### config.mk
export PLATFORM = sky130hd
export DESIGN_NAME = multi_voice_triangle_tone_mixer_core
export DESIGN_NICKNAME = d
export VERILOG_FILES = /design/src/rtl/mvt_pkg.sv /design/src/rtl/mvt_voice_bank.sv /design/src/rtl/mvt_serial_div.sv /design/src/rtl/mvt_serial_mul.sv /design/src/rtl/multi_voice_triangle_tone_mixer_core.sv
export VERILOG_INCLUDE_DIRS = /design/src /design/src/rtl
export SDC_FILE = /design/constraint.sdc
export NUM_CORES = 2
export LEC_CHECK = 0
export BUFFER_PORTS_ARGS = -buffer_cell sky130_fd_sc_hd__buf_4
export CORE_MARGIN = 10
export CORE_UTILIZATION = 60
export DETAILED_ROUTE_END_ITERATION = 8
export GPL_TIMING_DRIVEN = 0
export PLACE_DENSITY = 0.75
export SETUP_SLACK_MARGIN = 0.1
export SLEW_MARGIN = 0
export SYNTH_ARGS = -nofsm -noshare
export SYNTH_HDL_FRONTEND = slang
export SYNTH_HIERARCHICAL = 1
export SYNTH_SLANG_ARGS = --single-unit
### constraint.sdc
create_clock -name clk -period 8.2 [get_ports clk]
set_clock_uncertainty 0.15 [all_clocks]
set_input_delay 0.82 -clock clk [delete_from_list [all_inputs] [get_ports clk]]
set_output_delay 0.82 -clock clk [all_outputs]
set_load 0.02 [all_outputs]
### src/rtl/multi_voice_triangle_tone_mixer_core_defines.svh
// Assertion macros for the triangle tone mixer core.
`ifndef MULTI_VOICE_TRIANGLE_TONE_MIXER_CORE_DEFINES_SVH
`define MULTI_VOICE_TRIANGLE_TONE_MIXER_CORE_DEFINES_SVH

`ifndef NO_ASSERTIONS
// Same-cycle implication, sampled on the core clock.
`define MVT_ASSERT_NOW(label, cond, prop) \
	label: assert property (@(posedge clk) disable iff (!arst_n) (cond) |-> (prop)) \
		else $error("mixer check failed");
// Next-cycle implication, sampled on the core clock.
`define MVT_ASSERT_NEXT(label, cond, prop) \
	label: assert property (@(posedge clk) disable iff (!arst_n) (cond) |=> (prop)) \
		else $error("mixer check failed");
`else
`define MVT_ASSERT_NOW(label, cond, prop)
`define MVT_ASSERT_NEXT(label, cond, prop)
`endif

`endif

### src/rtl/mvt_pkg.sv
// Shared types and constants of the triangle tone mixer core.
package mvt_pkg;

	// Default configuration of the voice bank.
	localparam int NUM_VOICES_DEF = 16;
	localparam int PHASE_BITS_DEF = 32;

	// Fixed field widths.
	localparam int SCALE_W  = 16;
	localparam int SAMPLE_W = 16;
	localparam int COUNT_W  = 5;
	localparam int VOICE_W  = 8;
	localparam int STEP_W   = 32;
	localparam int DUTY_W   = 32;
	localparam int ACTION_W = 2;
	localparam int ADDR_W   = 3;
	localparam int DATA_W   = 32;

	// Triangle value width (Q1.16, signed) and its magnitude after averaging.
	localparam int TRI_W = 18;
	localparam int MAG_W = 17;

	// Register map and reset values.
	localparam logic REG_SCALE = 1'b0;
	localparam logic [SCALE_W-1:0] SCALE_RESET = 16'd5898;
	localparam int SAMPLE_MAX = 32767;

	// Request action codes.
	typedef enum logic [ACTION_W-1:0] {
		ACT_TICK = 2'd0,
		ACT_STEP = 2'd1,
		ACT_GATE = 2'd2
	} action_t;

	// Sequencer states of the top level.
	typedef enum logic [2:0] {
		ST_IDLE,
		ST_WALK,
		ST_DIV,
		ST_MUL,
		ST_OUT
	} state_t;

	// Control into the voice bank.
	typedef struct packed {
		logic start;
		logic wr_step_en;
		logic wr_gate_en;
	} bank_ctrl_t;

	// Status of a multi-cycle unit.
	typedef struct packed {
		logic busy;
		logic done;
	} unit_stat_t;

endpackage

### src/rtl/mvt_voice_bank.sv
// Voice state storage and the per-voice walk that sums triangle values.
module mvt_voice_bank import mvt_pkg::*; #(
	parameter int NUM_VOICES = NUM_VOICES_DEF,
	parameter int PHASE_BITS = PHASE_BITS_DEF,
	parameter int VIDX_W     = 4,
	parameter int CNT_W      = 5,
	parameter int SUM_W      = 22
) (
	input  logic                    clk,
	input  logic                    arst_n,
	input  bank_ctrl_t              ctrl,
	input  logic [VIDX_W-1:0]       wr_idx,
	input  logic [PHASE_BITS-1:0]   wr_step,
	input  logic                    wr_gate,
	output unit_stat_t              stat,
	output logic signed [SUM_W-1:0] sum,
	output logic [CNT_W-1:0]        cnt
);

	logic [PHASE_BITS-1:0]   phase_q [NUM_VOICES];
	logic [PHASE_BITS-1:0]   step_q  [NUM_VOICES];
	logic                    gate_q  [NUM_VOICES];
	logic [VIDX_W-1:0]       idx_q;
	logic                    busy_q;
	logic                    done_q;
	logic signed [SUM_W-1:0] sum_q;
	logic [CNT_W-1:0]        cnt_q;

	logic [15:0]             p16;
	logic signed [TRI_W-1:0] tri_base;
	logic signed [TRI_W-1:0] tri_val;
	logic                    active;

	// Triangle of the current voice: rising in the first half cycle, falling in the second.
	assign p16      = phase_q[idx_q][PHASE_BITS-1 -: 16];
	assign tri_base = $signed({1'b0, p16[14:0], 2'b00}) - $signed(TRI_W'(65536));
	assign tri_val  = p16[15] ? -tri_base : tri_base;
	assign active   = (step_q[idx_q] != '0) && gate_q[idx_q];

	// Storage writes and the walk, one voice per cycle.
	always_ff @(posedge clk or negedge arst_n) begin
		if (!arst_n) begin
			for (int v = 0; v < NUM_VOICES; v++) begin
				phase_q[v] <= '0;
				step_q[v]  <= '0;
				gate_q[v]  <= 1'b0;
			end
			idx_q  <= '0;
			busy_q <= 1'b0;
			done_q <= 1'b0;
			sum_q  <= '0;
			cnt_q  <= '0;
		end else begin
			done_q <= 1'b0;
			if (ctrl.wr_step_en) begin
				step_q[wr_idx] <= wr_step;
			end
			if (ctrl.wr_gate_en) begin
				gate_q[wr_idx] <= wr_gate;
			end
			if (ctrl.start) begin
				busy_q <= 1'b1;
				idx_q  <= '0;
				sum_q  <= '0;
				cnt_q  <= '0;
			end else if (busy_q) begin
				if (active) begin
					cnt_q          <= cnt_q + 1'b1;
					sum_q          <= sum_q + SUM_W'(tri_val);
					phase_q[idx_q] <= phase_q[idx_q] + step_q[idx_q];
				end
				if (idx_q == VIDX_W'(NUM_VOICES - 1)) begin
					busy_q <= 1'b0;
					done_q <= 1'b1;
				end else begin
					idx_q <= idx_q + 1'b1;
				end
			end
		end
	end

	assign stat.busy = busy_q;
	assign stat.done = done_q;
	assign sum       = sum_q;
	assign cnt       = cnt_q;

endmodule

### src/rtl/mvt_serial_div.sv
// Bit-serial restoring divider, one quotient bit per cycle.
module mvt_serial_div import mvt_pkg::*; #(
	parameter int DIVIDEND_W = 21,
	parameter int DIVISOR_W  = 5,
	parameter int QUOT_W     = MAG_W
) (
	input  logic                  clk,
	input  logic                  arst_n,
	input  logic                  start,
	input  logic [DIVIDEND_W-1:0] dividend,
	input  logic [DIVISOR_W-1:0]  divisor,
	output logic [QUOT_W-1:0]     quot,
	output unit_stat_t            stat
);

	localparam int STEP_CW = $clog2(DIVIDEND_W + 1);

	logic [DIVISOR_W-1:0]  rem_q;
	logic [DIVIDEND_W-1:0] quo_q;
	logic [DIVISOR_W-1:0]  div_q;
	logic [STEP_CW-1:0]    steps_q;
	logic                  busy_q;
	logic                  done_q;

	logic [DIVISOR_W:0]    trial;
	logic [DIVISOR_W:0]    diff;
	logic                  fits;

	// Shift the next dividend bit into the remainder and try a subtract.
	assign trial = {rem_q, quo_q[DIVIDEND_W-1]};
	assign diff  = trial - {1'b0, div_q};
	assign fits  = trial >= {1'b0, div_q};

	always_ff @(posedge clk or negedge arst_n) begin
		if (!arst_n) begin
			busy_q  <= 1'b0;
			done_q  <= 1'b0;
			steps_q <= '0;
		end else begin
			done_q <= 1'b0;
			if (start) begin
				busy_q  <= 1'b1;
				steps_q <= STEP_CW'(DIVIDEND_W);
			end else if (busy_q) begin
				steps_q <= steps_q - 1'b1;
				if (steps_q == STEP_CW'(1)) begin
					busy_q <= 1'b0;
					done_q <= 1'b1;
				end
			end
		end
	end

	// Remainder and quotient shift registers.
	always_ff @(posedge clk) begin
		if (start) begin
			rem_q <= '0;
			quo_q <= dividend;
			div_q <= divisor;
		end else if (busy_q) begin
			rem_q <= fits ? diff[DIVISOR_W-1:0] : trial[DIVISOR_W-1:0];
			quo_q <= {quo_q[DIVIDEND_W-2:0], fits};
		end
	end

	assign quot      = quo_q[QUOT_W-1:0];
	assign stat.busy = busy_q;
	assign stat.done = done_q;

endmodule

### src/rtl/mvt_serial_mul.sv
// Bit-serial shift-add multiplier that keeps the product shifted right by the scale width.
module mvt_serial_mul import mvt_pkg::*; #(
	parameter int MAG_BITS   = MAG_W,
	parameter int SCALE_BITS = SCALE_W
) (
	input  logic                  clk,
	input  logic                  arst_n,
	input  logic                  start,
	input  logic [MAG_BITS-1:0]   mag,
	input  logic [SCALE_BITS-1:0] scale,
	output logic [MAG_BITS-1:0]   prod_hi,
	output unit_stat_t            stat
);

	localparam int STEP_CW = $clog2(SCALE_BITS + 1);

	logic [MAG_BITS-1:0]   hi_q;
	logic [MAG_BITS-1:0]   mag_q;
	logic [SCALE_BITS-1:0] scale_sr_q;
	logic [STEP_CW-1:0]    steps_q;
	logic                  busy_q;
	logic                  done_q;

	logic [MAG_BITS:0]     acc;

	// Add the multiplicand when the current scale bit is set; the low bit falls off.
	assign acc = {1'b0, hi_q} + (scale_sr_q[0] ? {1'b0, mag_q} : '0);

	always_ff @(posedge clk or negedge arst_n) begin
		if (!arst_n) begin
			busy_q  <= 1'b0;
			done_q  <= 1'b0;
			steps_q <= '0;
		end else begin
			done_q <= 1'b0;
			if (start) begin
				busy_q  <= 1'b1;
				steps_q <= STEP_CW'(SCALE_BITS);
			end else if (busy_q) begin
				steps_q <= steps_q - 1'b1;
				if (steps_q == STEP_CW'(1)) begin
					busy_q <= 1'b0;
					done_q <= 1'b1;
				end
			end
		end
	end

	// Accumulator and scale shift register.
	always_ff @(posedge clk) begin
		if (start) begin
			hi_q       <= '0;
			mag_q      <= mag;
			scale_sr_q <= scale;
		end else if (busy_q) begin
			hi_q       <= acc[MAG_BITS:1];
			scale_sr_q <= scale_sr_q >> 1;
		end
	end

	assign prod_hi   = hi_q;
	assign stat.busy = busy_q;
	assign stat.done = done_q;

endmodule

### src/rtl/multi_voice_triangle_tone_mixer_core.sv
// A set request is applied to the voice bank when it is accepted. A tick request walks
// the voice bank, divides the sum by the active count and scales the average; when no
// voice is active it goes straight from the walk to the output stage.
// Requests stall until a tick's result is loaded; a tick runs the walk (one voice a cycle), the
// bit-serial divider (one quotient bit a cycle) and the bit-serial scaler (one scale bit a cycle).
// Reset clears all phases, steps and gates, loads output_scale with 5898 and drops any result.
`include "multi_voice_triangle_tone_mixer_core_defines.svh"

module multi_voice_triangle_tone_mixer_core import mvt_pkg::*; #(
	parameter int NUM_VOICES = NUM_VOICES_DEF,
	parameter int PHASE_BITS = PHASE_BITS_DEF
) (
	input  logic                       clk,
	input  logic                       arst_n,
	// Configuration port.
	input  logic                       psel,
	input  logic                       penable,
	input  logic                       pwrite,
	input  logic [ADDR_W-1:0]          paddr,
	input  logic [DATA_W-1:0]          pwdata,
	output logic [DATA_W-1:0]          prdata,
	output logic                       pready,
	// Request channel.
	input  logic                       item_valid,
	output logic                       item_stall,
	input  logic [ACTION_W-1:0]        action,
	input  logic [VOICE_W-1:0]         voice,
	input  logic [STEP_W-1:0]          phase_step,
	input  logic [DUTY_W-1:0]          duty,
	// Result channel.
	output logic                       result_valid,
	input  logic                       result_stall,
	output logic signed [SAMPLE_W-1:0] sample,
	output logic [COUNT_W-1:0]         active_count
);

	localparam int VIDX_W    = (NUM_VOICES > 1) ? $clog2(NUM_VOICES) : 1;
	localparam int CNT_W     = $clog2(NUM_VOICES + 1);
	localparam int MAG_SUM_W = MAG_W + $clog2(NUM_VOICES);
	localparam int SUM_W     = MAG_SUM_W + 1;

	state_t                    state_q;
	state_t                    state_d;
	logic [SCALE_W-1:0]        scale_q;
	logic                      result_valid_q;
	logic signed [SAMPLE_W-1:0] sample_q;
	logic [COUNT_W-1:0]        count_q;

	logic                      item_acc;
	logic                      voice_ok;
	bank_ctrl_t                bank_ctrl;
	unit_stat_t                bank_stat;
	unit_stat_t                div_stat;
	unit_stat_t                mul_stat;
	logic signed [SUM_W-1:0]   bank_sum;
	logic [CNT_W-1:0]          bank_cnt;
	logic                      sum_neg;
	logic [SUM_W-1:0]          sum_abs;
	logic [MAG_W-1:0]          avg_mag;
	logic [MAG_W-1:0]          prod_hi;
	logic [SAMPLE_W-2:0]       mag_sat;
	logic signed [SAMPLE_W-1:0] sample_val;
	logic [COUNT_W+CNT_W-1:0]  cnt_ext;
	logic                      div_start;
	logic                      mul_start;
	logic                      result_load;

	// Configuration register and readback.
	assign pready = 1'b1;

	always_ff @(posedge clk or negedge arst_n) begin
		if (!arst_n) begin
			scale_q <= SCALE_RESET;
		end else if (psel && penable && pwrite && pready && (paddr[2] == REG_SCALE)) begin
			scale_q <= pwdata[SCALE_W-1:0];
		end
	end

	assign prdata = (paddr[2] == REG_SCALE) ? DATA_W'(scale_q) : '0;

	// Request decode: set requests go straight to the bank, a tick starts the walk.
	assign item_stall = (state_q != ST_IDLE);
	assign item_acc   = item_valid && !item_stall;
	assign voice_ok   = voice < VOICE_W'(NUM_VOICES);

	always_comb begin
		bank_ctrl = '0;
		unique case (action_t'(action))
			ACT_TICK: bank_ctrl.start      = item_acc;
			ACT_STEP: bank_ctrl.wr_step_en = item_acc && voice_ok;
			ACT_GATE: bank_ctrl.wr_gate_en = item_acc && voice_ok;
			default: ;
		endcase
	end

	mvt_voice_bank #(
		.NUM_VOICES (NUM_VOICES),
		.PHASE_BITS (PHASE_BITS),
		.VIDX_W     (VIDX_W),
		.CNT_W      (CNT_W),
		.SUM_W      (SUM_W)
	) u_bank (
		.clk     (clk),
		.arst_n  (arst_n),
		.ctrl    (bank_ctrl),
		.wr_idx  (voice[VIDX_W-1:0]),
		.wr_step (phase_step[PHASE_BITS-1:0]),
		.wr_gate (duty != '0),
		.stat    (bank_stat),
		.sum     (bank_sum),
		.cnt     (bank_cnt)
	);

	// The average is taken on the magnitude so that it truncates toward zero.
	assign sum_neg = bank_sum[SUM_W-1];
	assign sum_abs = sum_neg ? (~$unsigned(bank_sum) + 1'b1) : $unsigned(bank_sum);

	mvt_serial_div #(
		.DIVIDEND_W (MAG_SUM_W),
		.DIVISOR_W  (CNT_W),
		.QUOT_W     (MAG_W)
	) u_div (
		.clk      (clk),
		.arst_n   (arst_n),
		.start    (div_start),
		.dividend (sum_abs[MAG_SUM_W-1:0]),
		.divisor  (bank_cnt),
		.quot     (avg_mag),
		.stat     (div_stat)
	);

	mvt_serial_mul #(
		.MAG_BITS   (MAG_W),
		.SCALE_BITS (SCALE_W)
	) u_mul (
		.clk     (clk),
		.arst_n  (arst_n),
		.start   (mul_start),
		.mag     (avg_mag),
		.scale   (scale_q),
		.prod_hi (prod_hi),
		.stat    (mul_stat)
	);

	// Saturate the scaled magnitude and restore the sign.
	assign mag_sat    = (prod_hi > MAG_W'(SAMPLE_MAX)) ? (SAMPLE_W-1)'(SAMPLE_MAX)
	                                                   : prod_hi[SAMPLE_W-2:0];
	assign sample_val = (bank_cnt == '0) ? '0 :
	                    sum_neg ? -$signed({1'b0, mag_sat}) : $signed({1'b0, mag_sat});
	assign cnt_ext    = {{COUNT_W{1'b0}}, bank_cnt};

	// Sequencer state register.
	always_ff @(posedge clk or negedge arst_n) begin
		if (!arst_n) begin
			state_q <= ST_IDLE;
		end else begin
			state_q <= state_d;
		end
	end

	// Sequencer next state and unit starts.
	always_comb begin
		state_d     = state_q;
		div_start   = 1'b0;
		mul_start   = 1'b0;
		result_load = 1'b0;
		unique case (state_q)
			ST_IDLE: begin
				if (bank_ctrl.start) state_d = ST_WALK;
			end
			ST_WALK: begin
				if (bank_stat.done) begin
					if (bank_cnt == '0) begin
						state_d = ST_OUT;
					end else begin
						div_start = 1'b1;
						state_d   = ST_DIV;
					end
				end
			end
			ST_DIV: begin
				if (div_stat.done) begin
					mul_start = 1'b1;
					state_d   = ST_MUL;
				end
			end
			ST_MUL: begin
				if (mul_stat.done) state_d = ST_OUT;
			end
			ST_OUT: begin
				if (!result_valid_q || !result_stall) begin
					result_load = 1'b1;
					state_d     = ST_IDLE;
				end
			end
			default: state_d = ST_IDLE;
		endcase
	end

	// Output register.
	always_ff @(posedge clk or negedge arst_n) begin
		if (!arst_n) begin
			result_valid_q <= 1'b0;
		end else if (result_load) begin
			result_valid_q <= 1'b1;
		end else if (!result_stall) begin
			result_valid_q <= 1'b0;
		end
	end

	always_ff @(posedge clk) begin
		if (result_load) begin
			sample_q <= sample_val;
			count_q  <= cnt_ext[COUNT_W-1:0];
		end
	end

	assign result_valid = result_valid_q;
	assign sample       = sample_q;
	assign active_count = count_q;

	// Checks on the sequencing of the units and on the output range.
	`MVT_ASSERT_NOW(a_walk_in_state, bank_stat.busy, state_q == ST_WALK)
	`MVT_ASSERT_NOW(a_units_apart, div_stat.busy, !mul_stat.busy && !bank_stat.busy)
	`MVT_ASSERT_NOW(a_sample_range, result_valid, sample != 16'sh8000)
	`MVT_ASSERT_NEXT(a_tick_holds, item_acc && (action == ACT_TICK), item_stall)

endmodule

# Word level (Yosys, flattened, before mapping)
# Cells that the tools add are included.
# word_totals
mem_bits_rw	0
rom_bits	0
latch_bits	0
output_inout_bits	56
n_memories	0
ff_bits	1209
in_bits	116
word_cells	218
# classes
div_mod_pow	0
multipliers	0
add_sub_neg	12
n_bitwise	6
shifts	0
n_mux	79
magnitude_cmp	7
n_eq_ne	16
n_reduce_logical	27
# op_table
operator	count
512-bit bitwise mux	2
32-bit binary-select mux with 4-bit select	2
32-bit demux with 4-bit select	2
32-bit 2-to-1 mux	6
22-bit 2-to-1 mux	3
32-bit nonzero test	2
21-bit 2-to-1 mux	3
16-bit 2-to-1 mux	3
5-bit 2-to-1 mux	8
1-bit 2-to-1 mux	33
32-bit adder	1
15-bit 2-to-1 mux	2
22-bit by 18-bit adder with 22-bit output	1
21-bit by 1-bit adder with 21-bit output, second input constant	1
21-bit NOT	1
17-bit by 18-bit adder with 18-bit output	1
18-bit 2-to-1 mux	1
3-bit 2-to-1 mux	6
18-bit negation	1
17-bit by 17-bit subtractor with 18-bit output, second input constant	1
17-bit by 15-bit > comparator with 1-bit output, second input constant	1
17-bit 2-to-1 mux	1
16-bit bitwise mux	1
15-bit negation with 16-bit output	1
other kinds (35)	63

# Longest topological paths before layout
# depth
ltp_word	11
mapped_depth	22
depth_no_buf	19

# Cells and area by module
# The synthesis kept the hierarchy.
# modules_own_cells
module	cells_per_inst	area_each_um2	instances
mvt_voice_bank	3371	50727.4	1
mvt_serial_mul	271	3009.1	1
multi_voice_triangle_tone_mixer_core	287	2813.9	1
mvt_serial_div	156	1949.4	1

# Worst setup path before layout
# No wires, ideal clock.
# synth_timing
kind	register -> register
startpoint	register u_bank.idx_q[0]
endpoint	register u_bank/phase_q[223] (netlist name)
arrival_time_ps	5868
path_stages_with_launch	20
setup_slack_ps	2117
cell_sequence	dfrtp_1 -> buf_6 -> buf_6 -> buf_6 -> buf_4 -> buf_1 -> buf_1 -> mux4_2 -> mux4_2 -> ha_1 -> a21o_1 -> a21o_1 -> a21oi_1 -> o21ai_1 -> and2_1 -> o41ai_1 -> nor2_1 -> a311oi_1 -> clkbuf_1 -> mux2_2
# synth_between
elab_chain_cells	7
elab_cells_between_ends	20
cone_classes	add/sub (1); order compare (2); mux (12); bitwise (1); reduce/logical (4)
# synth_lines
item	line	text
start, declared	mvt_voice_bank.sv:23	logic [VIDX_W-1:0] idx_q;
start signal, assigned	mvt_voice_bank.sv:76	idx_q <= idx_q + 1'b1;
4-bit NOT with 5-bit output (not written as such) *	mvt_voice_bank.sv:38, mvt_voice_bank.sv:70	
parallel branches: the longest is 6 deep, another holds 32-bit adder	--	
end signal, assigned by index	mvt_voice_bank.sv:70	phase_q[idx_q] <= phase_q[idx_q] + step_q[idx_q];
end, declared	mvt_voice_bank.sv:20	logic [PHASE_BITS-1:0] phase_q [NUM_VOICES];
# Mark *: on every way between the ends. The select of a mux whose other input is x is not followed.
# A chain may end at the register's enable or synchronous reset.

# Worst setup path in the final report
# layout_timing
startpoint	register u_bank.idx_q[1]
endpoint	register u_bank/phase_q[319] (netlist name)
# Same word-level chain as after synthesis.

==> impl_metrics.csv <==
group,metric,value,unit
outcome,status,"finished clean",
global_route,grt_pass1_vias,37665,
place,hpwl,104400,um
die,initial_utilization,60.47,%
timing,maxSlewViolCount,0,
die,core_area,0.09671,mm^2
routing,post-route-drc-count,0,
clock_tree,root_buffer,"clkbuf_16",
critical_path,worst_ep_required_time,8.72,ns
power,intPower,11.17,mW
final_layout,layout_common_cells,"dfrtp_1, mux2_2, mux2_1, mux4_2, buf_4",
timing,finalSetupViolCount,0,
clock_tree,postCtsSetupBuffers,0,
routing,routed_wl,155400,um
global_route,grt_usage,27.93,%
critical_path,startpoint,"u_bank/idx_q[1]",
timing,post-route-period-util,93.26,%
final_layout,fin_cells,5762,
clock_tree,cts-buffers-inserted,130,
power,vdd_ir_drop_max,0.2561,mV
power,clockPowerShare,36.0,%
clock_tree,htree_levels,4,
timing,worst_pin_slew,1.472,ns
critical_path,critPathLaunchType,"register",
final_layout,fin_area,0.06577,mm^2
critical_path,critical-path-max-stage-delay,0.68,ns
clock_tree,cts.path.max_buffers,3,
critical_path,rr_worst_depth,19,
clock_tree,cts_sinks,1207,
yosys,syn_area_per_cell,14.33,um^2
clock_tree,clkTransAtPathRegs,0.06,ns
routing,vias,36624,
yosys,synthCells,4082,
power,p_comb_share,24.2,%
timing,maxSlewHeadroom,1.879,%
timing,min_period,7.647,ns
final_layout,n_fill_cell,6767,
critical_path,crit_buf_inv,7,
global_route,grt_first_pass_wirelength,235900,um
clock_tree,tritoncts,"built",
clock_tree,clock_latency,0.75,ns
global_route,grt_max_degree,184,
critical_path,regToRegStartpoint,"u_bank/idx_q[1]",
die,die-area,0.1104,mm^2
final_layout,drive_gt1_share,33.07,%
power,power_switching,5.267,mW
power,p_leak,31.73,nW
final_layout,area_growth,12.47,%
critical_path,arrival,8.17,ns
routing,drtAntennaViolNets,0,
routing,wl_per_cell,26.97,um
die,die_h,332.2,um
place,placed_cell_area,0.06141,mm^2
critical_path,cp-endpoint,"u_bank/phase_q[319]",
global_route,antenna_found_initial,5,
critical_path,crit_path_max_fanout,10,
timing,hold_viol,0,
critical_path,reg2reg_to,"u_bank/phase_q[319]",
die,fp.dieW,332.2,um
place,place_inst,5520,
flow_run,drv_cap,0,
yosys,syn_area,0.05848,mm^2
routing,vias_per_cell,6.356,
final_layout,seq_area,0.03050,mm^2
final_layout,nets,4582,
place,gp_congestion,0.9067,
yosys,ys.warnings.count,6,
die,ios,172,
global_route,grt-ovfl-total,0,
routing,drtPass1Iterations,5,
place,port_buffers,136,
critical_path,worst_path_dominant_cell_family,"buffers and inverters",
final_layout,layout_commonest_cell,"dfrtp_1",
power,p_per_area,249.9,mW/mm^2
power,p_seq_share,39.8,%
die,placementRows,114,
min_path,worst_hold_path_type,"in -> reg",
critical_path,worstSetupEndpointType,"register",
critical_path,slowest_stage,"o41ai_1",
critical_path,cp.depth,19,
critical_path,worst_path_most_repeated_cell,"buf_2",
timing,rsz0062_at_grt,"false",
critical_path,crit_chain,"buf_2 > buf_2 > buf_2 > buf_2 > buf_1 > clkbuf_2 > mux4_2 > mux4_2 > ha_1 > a21o_1 > a21o_1 > a21oi_1 > o21ai_1 > and2_1 > o41ai_1 > nor2_1 > a311oi_2 > clkbuf_1 > mux2_2",
power,p_sw_share,32.04,%
routing,drt_iter0_markers,3341,
timing,timing.fmax,130.8,MHz
critical_path,critPathKind,"reg -> reg",
critical_path,r2r_setup_slack,0.55,ns
final_layout,multi_input_area,0.02616,mm^2
## power groups by stage
stage / clock [mW] / sequential (mW) / combinational (mW)
floorplan: 0 / 6.55 / 2.53
global route: 6.27 / 6.58 / 4.19
global placement: 0 / 6.64 / 3.84
detailed placement: 0 / 6.65 / 3.92
CTS: 6.01 / 6.54 / 3.93
finish: 5.92 / 6.55 / 3.97
## per-layer routing
layer	up-vias	GRT usage, %	part of all wire (%)
met5	-	0	0
met4	0	12.29	4.5
met3	375	6.760	7.7
met2	1320	44.07	47
met1	19145	36.64	41
li1	15784	-	-
## area by class of cell
class	count	share of cell area [%]
inverters	70	0.3995
clock inverters	53	0.8466
diodes	5	0.01902
plain buffers	324	2.492
clock buffers	183	5.715
well taps	1276	2.427
repair buffers	147	1.946
multi-input cells	2497	39.78
flip-flops and latches	1207	46.38
## through the flow
step	worst slack, ns	util, %	setup TNS [ns]	hold WS, ns	total power, mW
floorplan	2.117	-	0	0.3087	9.080
global placement	-7.065	63.24	-7639.82	0.3178	10.48
detailed placement	0.1649	63.50	0	0.3255	10.57
CTS	0.1282	67.98	0	0.1128	16.48
global route	0.2631	68.00	0	0.1333	17.03
finish	0.5529	68.01	0	0.1597	16.44
## registers in the layout, summed over array words and instances, names as in the netlist, 3 cells and up
register and count:
active_count 5, sample 16, scale_q 16, state_q 3, u_bank/cnt 5, u_bank/gate_q 16
u_bank/idx_q 4, u_bank/phase_q 512, u_bank/step_q 512, u_bank/sum 20, u_div/div_q 5, u_div/quo_q 21
u_div/rem_q 5, u_div/steps_q 5, u_mul/mag_q 17, u_mul/prod_hi 17, u_mul/scale_sr_q 16, u_mul/steps_q 5
## worst register-to-register path, cell delays in order, from the launching register on
cell,delay [ns]
dfrtp_1,0.37
buf_2,0.33
buf_2,0.26
buf_2,0.52
buf_2,0.49
buf_1,0.59
clkbuf_2,0.52
mux4_2,0.42
mux4_2,0.51
ha_1,0.39
a21o_1,0.21
a21o_1,0.17
a21oi_1,0.20
o21ai_1,0.22
and2_1,0.25
o41ai_1,0.68
nor2_1,0.13
a311oi_2,0.56
clkbuf_1,0.37
mux2_2,0.24
## how the worst min path moves through the flow
stage | slack, ns | endpoint | startpoint | depth (start not counted)
finish | 0.16 | scale_q[2] | pwdata[2] | 2
CTS | 0.11 | scale_q[2] | pwdata[2] | 2
detailed placement | 0.33 | u_bank/phase_q[427] | u_bank/phase_q[427] | 1
global placement | 0.32 | u_bank/phase_q[275] | u_bank/phase_q[275] | 1
global route | 0.13 | scale_q[0] | pwdata[0] | 2
floorplan | 0.31 | u_bank/phase_q[290] | u_bank/phase_q[290] | 1
## timing repair
action | 4_1_cts | 5_1_grt
hold buffers | 1 | 0
endpoints found under the hold margin | 22 | 0
endpoints found under the setup margin | 0 | 77
gates resized for setup | 0 | 19
Power figures use the tool's default switching activity.
